File: src/hdl/tabsq_pkg.sv
package tabsq_pkg;

    // Vector buffer geometry
    localparam int VECTOR_DEPTH = 64;
    localparam int IDX_W        = $clog2(VECTOR_DEPTH);
    localparam int CNT_W        = $clog2(VECTOR_DEPTH + 1);
    localparam int BANK_COUNT   = 2;
    localparam int RAM_DEPTH    = BANK_COUNT * VECTOR_DEPTH;
    localparam int RAM_ADDR_W   = IDX_W + 1;

    // Payload widths
    localparam int SAMPLE_W = 16;
    localparam int MAG_W    = 16;
    localparam int MAG10_W  = MAG_W + 4;
    localparam int CODE_W   = 2;
    localparam int DEQ_W    = 17;

    // Configuration port
    localparam int PADDR_W = 3;
    localparam int PDATA_W = 32;
    localparam logic REG_QUANT_MODE = 1'b0;

    localparam logic QMODE_TERNARY = 1'b0;
    localparam logic QMODE_BINARY  = 1'b1;

    localparam logic signed [CODE_W-1:0] CODE_ZERO = 2'sd0;
    localparam logic signed [CODE_W-1:0] CODE_POS  = 2'sd1;
    localparam logic signed [CODE_W-1:0] CODE_NEG  = -2'sd1;

    // One finished vector handed from the loader to the emitter
    typedef struct packed {
        logic [CNT_W-1:0] count;
        logic [MAG_W-1:0] max_mag;
        logic             overflow;
    } desc_t;

    typedef struct packed {
        logic signed [CODE_W-1:0] code;
        logic signed [DEQ_W-1:0]  dequantized;
        logic                     dropped;
        logic                     last_out;
    } result_t;

endpackage

File: src/hdl/ternary_absmax_quantizer.sv
// Channel   Direction  Handshake                  Payload
// input     in         push / full                sample, is_last
// result    out        pop / empty                code, dequantized, dropped, last_out
// config    in/out     psel, penable, pwrite,     paddr, pwdata, prdata (quant_mode)
//                      pready (always high)
//
// One input transaction is taken per cycle while full is low; loading an
// element costs one sample RAM write port access. Emission reads the sample
// RAM once per element: at most one result every cycle with pop held high.
// Two RAM banks let the next vector load while the previous one drains; full
// is high while both banks hold vectors whose read-out has not finished.
// Reset clears all control state; sample RAM contents are left undefined.
module ternary_absmax_quantizer (
    input  logic                                    clk,
    input  logic                                    rst_n,
    // input queue side
    input  logic                                    push,
    output logic                                    full,
    input  logic signed [tabsq_pkg::SAMPLE_W-1:0]   sample,
    input  logic                                    is_last,
    // result queue side
    input  logic                                    pop,
    output logic                                    empty,
    output logic signed [tabsq_pkg::CODE_W-1:0]     code,
    output logic signed [tabsq_pkg::DEQ_W-1:0]      dequantized,
    output logic                                    dropped,
    output logic                                    last_out,
    // configuration
    input  logic                                    psel,
    input  logic                                    penable,
    input  logic                                    pwrite,
    input  logic [tabsq_pkg::PADDR_W-1:0]           paddr,
    input  logic [tabsq_pkg::PDATA_W-1:0]           pwdata,
    output logic [tabsq_pkg::PDATA_W-1:0]           prdata,
    output logic                                    pready
);
    import tabsq_pkg::*;

    logic                  quant_mode_reg, quant_mode_next;
    logic                  in_accept;
    logic                  ram_wr_en;
    logic [RAM_ADDR_W-1:0] ram_wr_addr;
    logic                  ram_rd_en;
    logic [RAM_ADDR_W-1:0] ram_rd_addr;
    logic [SAMPLE_W-1:0]   ram_rd_data;
    logic                  desc_push;
    logic                  desc_pop;
    logic                  desc_valid;
    desc_t                 desc_in;
    desc_t                 desc_head;
    result_t               result;

    // Configuration: a single mode bit at word 0
    assign pready = 1'b1;

    always_comb
    begin
        quant_mode_next = quant_mode_reg;
        if (psel && penable && pwrite && pready && (paddr[2] == REG_QUANT_MODE))
        begin
            quant_mode_next = pwdata[0];
        end
    end

    always_comb
    begin
        prdata = '0;
        if (paddr[2] == REG_QUANT_MODE)
        begin
            prdata = {{(PDATA_W-1){1'b0}}, quant_mode_reg};
        end
    end

    always_ff @(posedge clk or negedge rst_n)
    begin
        if (!rst_n)
        begin
            quant_mode_reg <= QMODE_TERNARY;
        end
        else
        begin
            quant_mode_reg <= quant_mode_next;
        end
    end

    // Accept while a free bank remains
    assign in_accept = push && !full;

    tabsq_front u_front (
        .clk         (clk),
        .rst_n       (rst_n),
        .in_accept   (in_accept),
        .sample      (sample),
        .is_last     (is_last),
        .ram_wr_en   (ram_wr_en),
        .ram_wr_addr (ram_wr_addr),
        .desc_push   (desc_push),
        .desc_out    (desc_in)
    );

    tabsq_sample_ram u_ram (
        .clk     (clk),
        .wr_en   (ram_wr_en),
        .wr_addr (ram_wr_addr),
        .wr_data (sample),
        .rd_en   (ram_rd_en),
        .rd_addr (ram_rd_addr),
        .rd_data (ram_rd_data)
    );

    // Hold one descriptor per loaded bank between the two sides
    tabsq_desc_fifo u_desc_fifo (
        .clk       (clk),
        .rst_n     (rst_n),
        .push      (desc_push),
        .push_data (desc_in),
        .pop       (desc_pop),
        .head      (desc_head),
        .not_empty (desc_valid),
        .is_full   (full)
    );

    tabsq_back u_back (
        .clk         (clk),
        .rst_n       (rst_n),
        .quant_mode  (quant_mode_reg),
        .desc_valid  (desc_valid),
        .desc        (desc_head),
        .desc_pop    (desc_pop),
        .ram_rd_en   (ram_rd_en),
        .ram_rd_addr (ram_rd_addr),
        .ram_rd_data (ram_rd_data),
        .pop         (pop),
        .empty       (empty),
        .result      (result)
    );

    assign code        = result.code;
    assign dequantized = result.dequantized;
    assign dropped     = result.dropped;
    assign last_out    = result.last_out;

endmodule

File: src/hdl/tabsq_sample_ram.sv
module tabsq_sample_ram (
    input  logic                                 clk,
    input  logic                                 wr_en,
    input  logic [tabsq_pkg::RAM_ADDR_W-1:0]     wr_addr,
    input  logic [tabsq_pkg::SAMPLE_W-1:0]       wr_data,
    input  logic                                 rd_en,
    input  logic [tabsq_pkg::RAM_ADDR_W-1:0]     rd_addr,
    output logic [tabsq_pkg::SAMPLE_W-1:0]       rd_data
);
    import tabsq_pkg::*;

    logic [SAMPLE_W-1:0] mem [RAM_DEPTH];

    always_ff @(posedge clk)
    begin
        if (wr_en)
        begin
            mem[wr_addr] <= wr_data;
        end
    end

    always_ff @(posedge clk)
    begin
        if (rd_en)
        begin
            rd_data <= mem[rd_addr];
        end
    end

endmodule

File: src/hdl/tabsq_front.sv
module tabsq_front (
    input  logic                                 clk,
    input  logic                                 rst_n,
    input  logic                                 in_accept,
    input  logic [tabsq_pkg::SAMPLE_W-1:0]       sample,
    input  logic                                 is_last,
    output logic                                 ram_wr_en,
    output logic [tabsq_pkg::RAM_ADDR_W-1:0]     ram_wr_addr,
    output logic                                 desc_push,
    output tabsq_pkg::desc_t                     desc_out
);
    import tabsq_pkg::*;

    logic [CNT_W-1:0] fill_reg, fill_next;
    logic [MAG_W-1:0] max_reg, max_next;
    logic             ovf_reg, ovf_next;
    logic             bank_reg, bank_next;
    logic [MAG_W-1:0] mag;
    logic             has_room;

    assign mag      = sample[SAMPLE_W-1] ? MAG_W'(~sample + 1'b1) : sample;
    assign has_room = fill_reg < CNT_W'(VECTOR_DEPTH);

    assign ram_wr_en   = in_accept && has_room;
    assign ram_wr_addr = {bank_reg, fill_reg[IDX_W-1:0]};

    always_comb
    begin
        fill_next = fill_reg;
        max_next  = max_reg;
        ovf_next  = ovf_reg;
        bank_next = bank_reg;
        desc_push = 1'b0;
        // Fold the current item in before closing the vector
        if (in_accept)
        begin
            if (has_room)
            begin
                fill_next = fill_reg + 1'b1;
                if (mag > max_reg)
                begin
                    max_next = mag;
                end
            end
            else
            begin
                ovf_next = 1'b1;
            end
        end
        desc_out.count    = fill_next;
        desc_out.max_mag  = max_next;
        desc_out.overflow = ovf_next;
        // Hand the vector over and switch to the other bank
        if (in_accept && is_last)
        begin
            desc_push = 1'b1;
            fill_next = '0;
            max_next  = '0;
            ovf_next  = 1'b0;
            bank_next = ~bank_reg;
        end
    end

    always_ff @(posedge clk or negedge rst_n)
    begin
        if (!rst_n)
        begin
            fill_reg <= '0;
            max_reg  <= '0;
            ovf_reg  <= 1'b0;
            bank_reg <= 1'b0;
        end
        else
        begin
            fill_reg <= fill_next;
            max_reg  <= max_next;
            ovf_reg  <= ovf_next;
            bank_reg <= bank_next;
        end
    end

endmodule

File: src/hdl/tabsq_desc_fifo.sv
module tabsq_desc_fifo (
    input  logic             clk,
    input  logic             rst_n,
    input  logic             push,
    input  tabsq_pkg::desc_t push_data,
    input  logic             pop,
    output tabsq_pkg::desc_t head,
    output logic             not_empty,
    output logic             is_full
);
    import tabsq_pkg::*;

    desc_t      slot_reg [BANK_COUNT];
    logic       wr_ptr_reg, wr_ptr_next;
    logic       rd_ptr_reg, rd_ptr_next;
    logic [1:0] cnt_reg, cnt_next;

    assign head      = slot_reg[rd_ptr_reg];
    assign not_empty = cnt_reg != 2'd0;
    assign is_full   = cnt_reg == 2'(BANK_COUNT);

    always_comb
    begin
        wr_ptr_next = push ? ~wr_ptr_reg : wr_ptr_reg;
        rd_ptr_next = pop ? ~rd_ptr_reg : rd_ptr_reg;
        cnt_next    = cnt_reg + {1'b0, push} - {1'b0, pop};
    end

    always_ff @(posedge clk)
    begin
        if (push)
        begin
            slot_reg[wr_ptr_reg] <= push_data;
        end
    end

    always_ff @(posedge clk or negedge rst_n)
    begin
        if (!rst_n)
        begin
            wr_ptr_reg <= 1'b0;
            rd_ptr_reg <= 1'b0;
            cnt_reg    <= 2'd0;
        end
        else
        begin
            wr_ptr_reg <= wr_ptr_next;
            rd_ptr_reg <= rd_ptr_next;
            cnt_reg    <= cnt_next;
        end
    end

endmodule

File: src/hdl/tabsq_back.sv
module tabsq_back (
    input  logic                                 clk,
    input  logic                                 rst_n,
    input  logic                                 quant_mode,
    input  logic                                 desc_valid,
    input  tabsq_pkg::desc_t                     desc,
    output logic                                 desc_pop,
    output logic                                 ram_rd_en,
    output logic [tabsq_pkg::RAM_ADDR_W-1:0]     ram_rd_addr,
    input  logic [tabsq_pkg::SAMPLE_W-1:0]       ram_rd_data,
    input  logic                                 pop,
    output logic                                 empty,
    output tabsq_pkg::result_t                   result
);
    import tabsq_pkg::*;

    logic [IDX_W-1:0] idx_reg, idx_next;
    logic             bank_reg, bank_next;
    logic             issue_last;
    logic             s1_valid_reg;
    logic [MAG_W-1:0] s1_max_reg;
    logic             s1_ovf_reg;
    logic             s1_last_reg;

    result_t          q_reg [2];
    logic             q_wr_reg, q_rd_reg;
    logic [1:0]       q_cnt_reg, q_cnt_next;
    logic             q_pop;
    logic [2:0]       room_used;

    logic [MAG_W-1:0]         mag;
    logic [MAG10_W-1:0]       mag10;
    logic signed [CODE_W-1:0] code;
    result_t                  computed;

    // Issue a read only if the result queue can take it after the pending one
    assign q_pop      = pop && (q_cnt_reg != 2'd0);
    assign room_used  = {1'b0, q_cnt_reg} + {2'b0, s1_valid_reg} - {2'b0, q_pop};
    assign ram_rd_en  = desc_valid && (room_used < 3'd2);
    assign ram_rd_addr = {bank_reg, idx_reg};
    assign issue_last = (CNT_W'(idx_reg) + 1'b1) == desc.count;
    assign desc_pop   = ram_rd_en && issue_last;

    always_comb
    begin
        idx_next  = idx_reg;
        bank_next = bank_reg;
        if (ram_rd_en)
        begin
            if (issue_last)
            begin
                idx_next  = '0;
                bank_next = ~bank_reg;
            end
            else
            begin
                idx_next = idx_reg + 1'b1;
            end
        end
    end

    always_ff @(posedge clk)
    begin
        if (ram_rd_en)
        begin
            s1_max_reg  <= desc.max_mag;
            s1_ovf_reg  <= desc.overflow;
            s1_last_reg <= issue_last;
        end
    end

    // Classify the sample against the dead zone (by sign alone in binary mode)
    assign mag   = ram_rd_data[SAMPLE_W-1] ? MAG_W'(~ram_rd_data + 1'b1) : ram_rd_data;
    assign mag10 = MAG10_W'({mag, 3'b000}) + MAG10_W'({mag, 1'b0});

    always_comb
    begin
        if (quant_mode == QMODE_BINARY)
        begin
            code = ram_rd_data[SAMPLE_W-1] ? CODE_NEG : CODE_POS;
        end
        else if ((mag == '0) || (mag10 < MAG10_W'(s1_max_reg)))
        begin
            code = CODE_ZERO;
        end
        else
        begin
            code = ram_rd_data[SAMPLE_W-1] ? CODE_NEG : CODE_POS;
        end
        computed.code = code;
        case (code)
            CODE_POS: computed.dequantized = {1'b0, s1_max_reg};
            CODE_NEG: computed.dequantized = DEQ_W'(~{1'b0, s1_max_reg} + 1'b1);
            default:  computed.dequantized = '0;
        endcase
        computed.dropped  = s1_ovf_reg;
        computed.last_out = s1_last_reg;
    end

    always_ff @(posedge clk)
    begin
        if (s1_valid_reg)
        begin
            q_reg[q_wr_reg] <= computed;
        end
    end

    assign q_cnt_next = q_cnt_reg + {1'b0, s1_valid_reg} - {1'b0, q_pop};
    assign empty      = q_cnt_reg == 2'd0;
    assign result     = q_reg[q_rd_reg];

    always_ff @(posedge clk or negedge rst_n)
    begin
        if (!rst_n)
        begin
            idx_reg      <= '0;
            bank_reg     <= 1'b0;
            s1_valid_reg <= 1'b0;
            q_wr_reg     <= 1'b0;
            q_rd_reg     <= 1'b0;
            q_cnt_reg    <= 2'd0;
        end
        else
        begin
            idx_reg      <= idx_next;
            bank_reg     <= bank_next;
            s1_valid_reg <= ram_rd_en;
            q_wr_reg     <= s1_valid_reg ? ~q_wr_reg : q_wr_reg;
            q_rd_reg     <= q_pop ? ~q_rd_reg : q_rd_reg;
            q_cnt_reg    <= q_cnt_next;
        end
    end

endmodule
File: config.mk
export PLATFORM = sky130hd
export DESIGN_NAME = ternary_absmax_quantizer
export DESIGN_NICKNAME = d
export VERILOG_FILES = /design/src/hdl/tabsq_pkg.sv /design/src/hdl/ternary_absmax_quantizer.sv /design/src/hdl/tabsq_sample_ram.sv /design/src/hdl/tabsq_front.sv /design/src/hdl/tabsq_desc_fifo.sv /design/src/hdl/tabsq_back.sv
export SDC_FILE = /design/constraint.sdc
export NUM_CORES = 2
export LEC_CHECK = 0
export ABC_AREA = 1
export BUFFER_PORTS_ARGS = -buffer_cell sky130_fd_sc_hd__buf_2
export CORE_ASPECT_RATIO = 1.5
export CORE_MARGIN = 10
export CORE_UTILIZATION = 50
export CTS_CLUSTER_DIAMETER = 50
export CTS_CLUSTER_SIZE = 25
export DETAILED_ROUTE_END_ITERATION = 7
export PLACE_DENSITY = 0.63
export SLEW_MARGIN = 20
export SYNTH_ARGS = -nofsm -noshare
export SYNTH_HDL_FRONTEND = slang
export SYNTH_SLANG_ARGS = --single-unit
File: constraint.sdc
create_clock -name clk -period 7.44 [get_ports clk]
set_input_delay 1.86 -clock clk [delete_from_list [all_inputs] [get_ports clk]]
set_output_delay 1.86 -clock clk [all_outputs]
set_load 0.005 [all_outputs]
==> flow_metrics.py <==
metrics = {
    "grt": {
        "antenna_found_initial": 4,
        "overflow": 0,
        "grt_use_total_pct": 24.9,
        "grt_pass1_wl_um": 368000,
        "use_met3_pct": 3.63,
        "grt_pass1_vias": 55100,
        "met2_usage_pct": 41.3,
        "grt_start_max_net_pins": 195,
        "top_usage_layer": "met2",
        "met1_usage_pct": 31.0,
    },
    "timing": {
        "finalSetupViolations": 0,
        "fmax_mhz": 193,
        "setup_tns_ns": 0,
        "finalHoldViolations": 0,
        "tightest_slew_ns": 1.35,
        "relSlewSlack_pct": 10.0,
        "period_needed_ns": 5.18,
        "slew_viol_final": 0,
        "rsz0062_at_grt": "no",
        "fin_crit_sh_pct": 69.6,
        "fin_skew_ns": 0.0396,
    },
    "power": {
        "pwr-share-comb_pct": 37.0,
        "p_int_mw": 21.8,
        "power_mw": 36.0,
        "p_per_area_nw_per_um2": 370,
        "p_leak_nw": 31.7,
        "sw_frac_of_total_pct": 39.4,
        "clkPwrFrac_pct": 22.1,
        "vdd_drop_max_mv": 0.398,
        "power_frac_seq_pct": 40.8,
        "p_sw_mw": 14.2,
    },
    "critical_path": {
        "ff2ff_path_depth": 25,
        "crit_top_cell": "nor2_1",
        "timing.rr.end": "u_back.q_reg[0][11]$_DFFE_PP_",
        "critPathKind": "flop to flop",
        "critical_path_arrival_ns": 5.73,
        "worst-path-buf-inv": 2,
        "reg2reg_from": "u_ram.rd_data[15]$_DFFE_PP_",
        "slowest_stage": "edfxtp_1",
        "crit_required_ns": 8.00,
        "critical_path.top_delay_family": "simple AND/OR/NAND/NOR gates",
        "crit_fanout": 27,
        "reg2reg_slack_ns": 2.26,
        "crit_path_start_kind": "flop",
        "max_stage_delay_ns": 0.95,
        "endpoint_kind": "flop",
    },
    "min_path": {
        "whs_endpoint": "u_back.q_reg[0][0]$_DFFE_PP_",
        "hp-class": "flop to flop",
        "min_from": "u_back.s1_last_reg$_DFFE_PP_",
        "min_path_cells": 0,
    },
    "layout": {
        "largest_reg_flops": 2048,
        "layout_commonest_cell": "edfxtp_1",
        "final_area_um2": 97300,
        "regArea_um2": 66300,
        "drive_above_1_share_pct": 8.03,
        "fillers": 14500,
        "syn_to_final_growth_pct": 8.48,
        "final_nets": 7094,
        "layout_common_cells": "edfxtp_1, nor2_1, o21ai_0",
        "multiInputGateArea_um2": 20800,
    },
    "yosys": {
        "yosys.cell_types.count": 53,
        "ys_ff_latch": 2214,
        "synth_ff_type": "edfxtp_1",
        "netlist.area_leader.share_pct": 72.7,
        "ys_warn_count": 0,
        "synth_area_um2": 89700,
        "async_reset_ff_share_pct": 1.90,
        "synth.avg_cell_area_um2": 12.7,
        "synth_largest_area_cell": "edfxtp_1",
        "synthTopCellsByArea": "edfxtp_1, o21ai_0, nor2_1",
        "seq_area_frac_synth_pct": 73.9,
        "netlist_instances": 7050,
        "synth-edff-count": 2172,
    },
    "clock_tree": {
        "clkSlewWorstSetupHoldPaths_ns": 0.09,
        "hold_buffers": 0,
        "cts_inserted_buffers": 131,
        "post_cts_resize_count": 0,
        "postCtsSetupBuffers": 0,
        "cts_sinks": 2214,
        "clk-insertion-delay-late_ns": 0.83,
        "h-tree-depth": 4,
        "clockBufferDepth": 3,
        "root_buffer": "clkbuf_16",
        "tritoncts": "done",
    },
    "routing": {
        "vias": 57600,
        "post_drt_wl_per_cell_um": 26.6,
        "drt_wl_total_um": 252000,
        "drc": 0,
        "viasPerCell": 6.08,
        "first_pass_iters": 6,
        "antenna_left": 0,
        "drt_iter0_drc": 6895,
    },
    "placement": {
        "place_hpwl_um": 148000,
        "postPlaceCellArea_um2": 92900,
        "gp_congestion": 0.914,
        "io_buffers": 49,
    },
    "floorplan": {
        "die-width_um": 366,
        "start_util_pct": 50.2,
        "coreArea_um2": 179000,
        "io_pins": 115,
        "die_h_um": 539,
        "die_area_um2": 197000,
        "rows": 190,
    },
    "outcome": {
        "outcome": "complete, no violations",
    },
    "run": {
        "drv_cap": 0,
    },
}
-- per-stage QoR --
stage	util [%]	hold WS, ns	std cells	worst slack, ns
finish	54.5	0.454	9478	2.26
detailed placement	52.0	0.435	9245	1.48
CTS	54.5	0.455	9476	2.25
global route	54.5	0.481	9477	1.75
global placement	52.0	0.424	9245	1.52
floorplan	-	0.421	7080	2.44
-- final cells by class --
type	instances	area share [%]
diodes	2	0.00515
flip-flops and latches	2214	68.2
well taps	2400	3.09
repair buffers	276	2.31
multi-input cells	4211	21.4
inverters	144	0.592
clock inverters	88	0.994
clock buffers	143	3.50
-- cell usage after synthesis (all sizes together) (2+ instances only) --
library cell / count
edfxtp: 2172
nor2: 1589
o21ai: 1336
o22ai: 633
clkbuf: 347
nand2: 279
buf: 164
inv: 143
ha: 55
xor2: 53
a21oi: 44
dfrtp: 42
nand3: 37
o32ai: 35
nor3: 23
mux2: 19
nand4: 19
xnor2: 10
o31ai: 9
nor4: 7
mux2i: 5
a211oi: 4
nand3b: 4
a31oi: 3
o21bai: 3
a221oi: 2
conb: 2
fa: 2
or2: 2
-- power by group through the flow --
stage	registers [mW]	clock network [mW]	logic (mW)
2_1_floorplan	14.7	0	8.62
3_3_place_gp	15.0	0	13.0
3_5_place_dp	15.0	0	13.2
4_1_cts	14.7	8.08	13.3
5_1_grt	14.7	8.53	14.5
6_report	14.7	7.97	13.3
-- how the worst max path moves through the flow --
stage                           startpoint                              endpoint  slack [ns]  cells after the start
6_report       u_ram.rd_data[15]$_DFFE_PP_         u_back.q_reg[0][11]$_DFFE_PP_        2.26                     25
5_1_grt        u_ram.rd_data[15]$_DFFE_PP_         u_back.q_reg[1][11]$_DFFE_PP_        1.75                     25
4_1_cts        u_ram.rd_data[15]$_DFFE_PP_         u_back.q_reg[1][11]$_DFFE_PP_        2.25                     25
3_3_place_gp                     sample[1]  u_desc_fifo.slot_reg[0][2]$_DFFE_PP_        1.52                     20
3_5_place_dp                     sample[1]  u_desc_fifo.slot_reg[0][2]$_DFFE_PP_        1.48                     20
2_1_floorplan                          pop          u_back.s1_last_reg$_DFFE_PP_        2.44                     10
-- cell families (layout without fill, tap and decap cells) --
family	count (synthesis)	count (layout)	share of synthesized area [%]
flops	2214	2214	73.9
other cells	2	34	0.00838
compound gates	2073	2073	12.7
xor+xnor	63	63	0.615
fa+ha+maj	57	57	0.812
simple gates	1962	1962	8.58
buf+inv	655	651	3.09
mux	24	24	0.294
-- metal layers --
| layer | part of all wire, % | vias up | routed length [µm] |
|---|---|---|---|
| met3 | 7.6 | 522 | 19100 |
| li1 | - | 25700 | - |
| met2 | 49 | 2511 | 124000 |
| met4 | 6.7 | 2 | 17000 |
| met1 | 37 | 28900 | 92600 |
| met5 | 0.0051 | - | 13 |
Power figures use the tool's default switching activity.
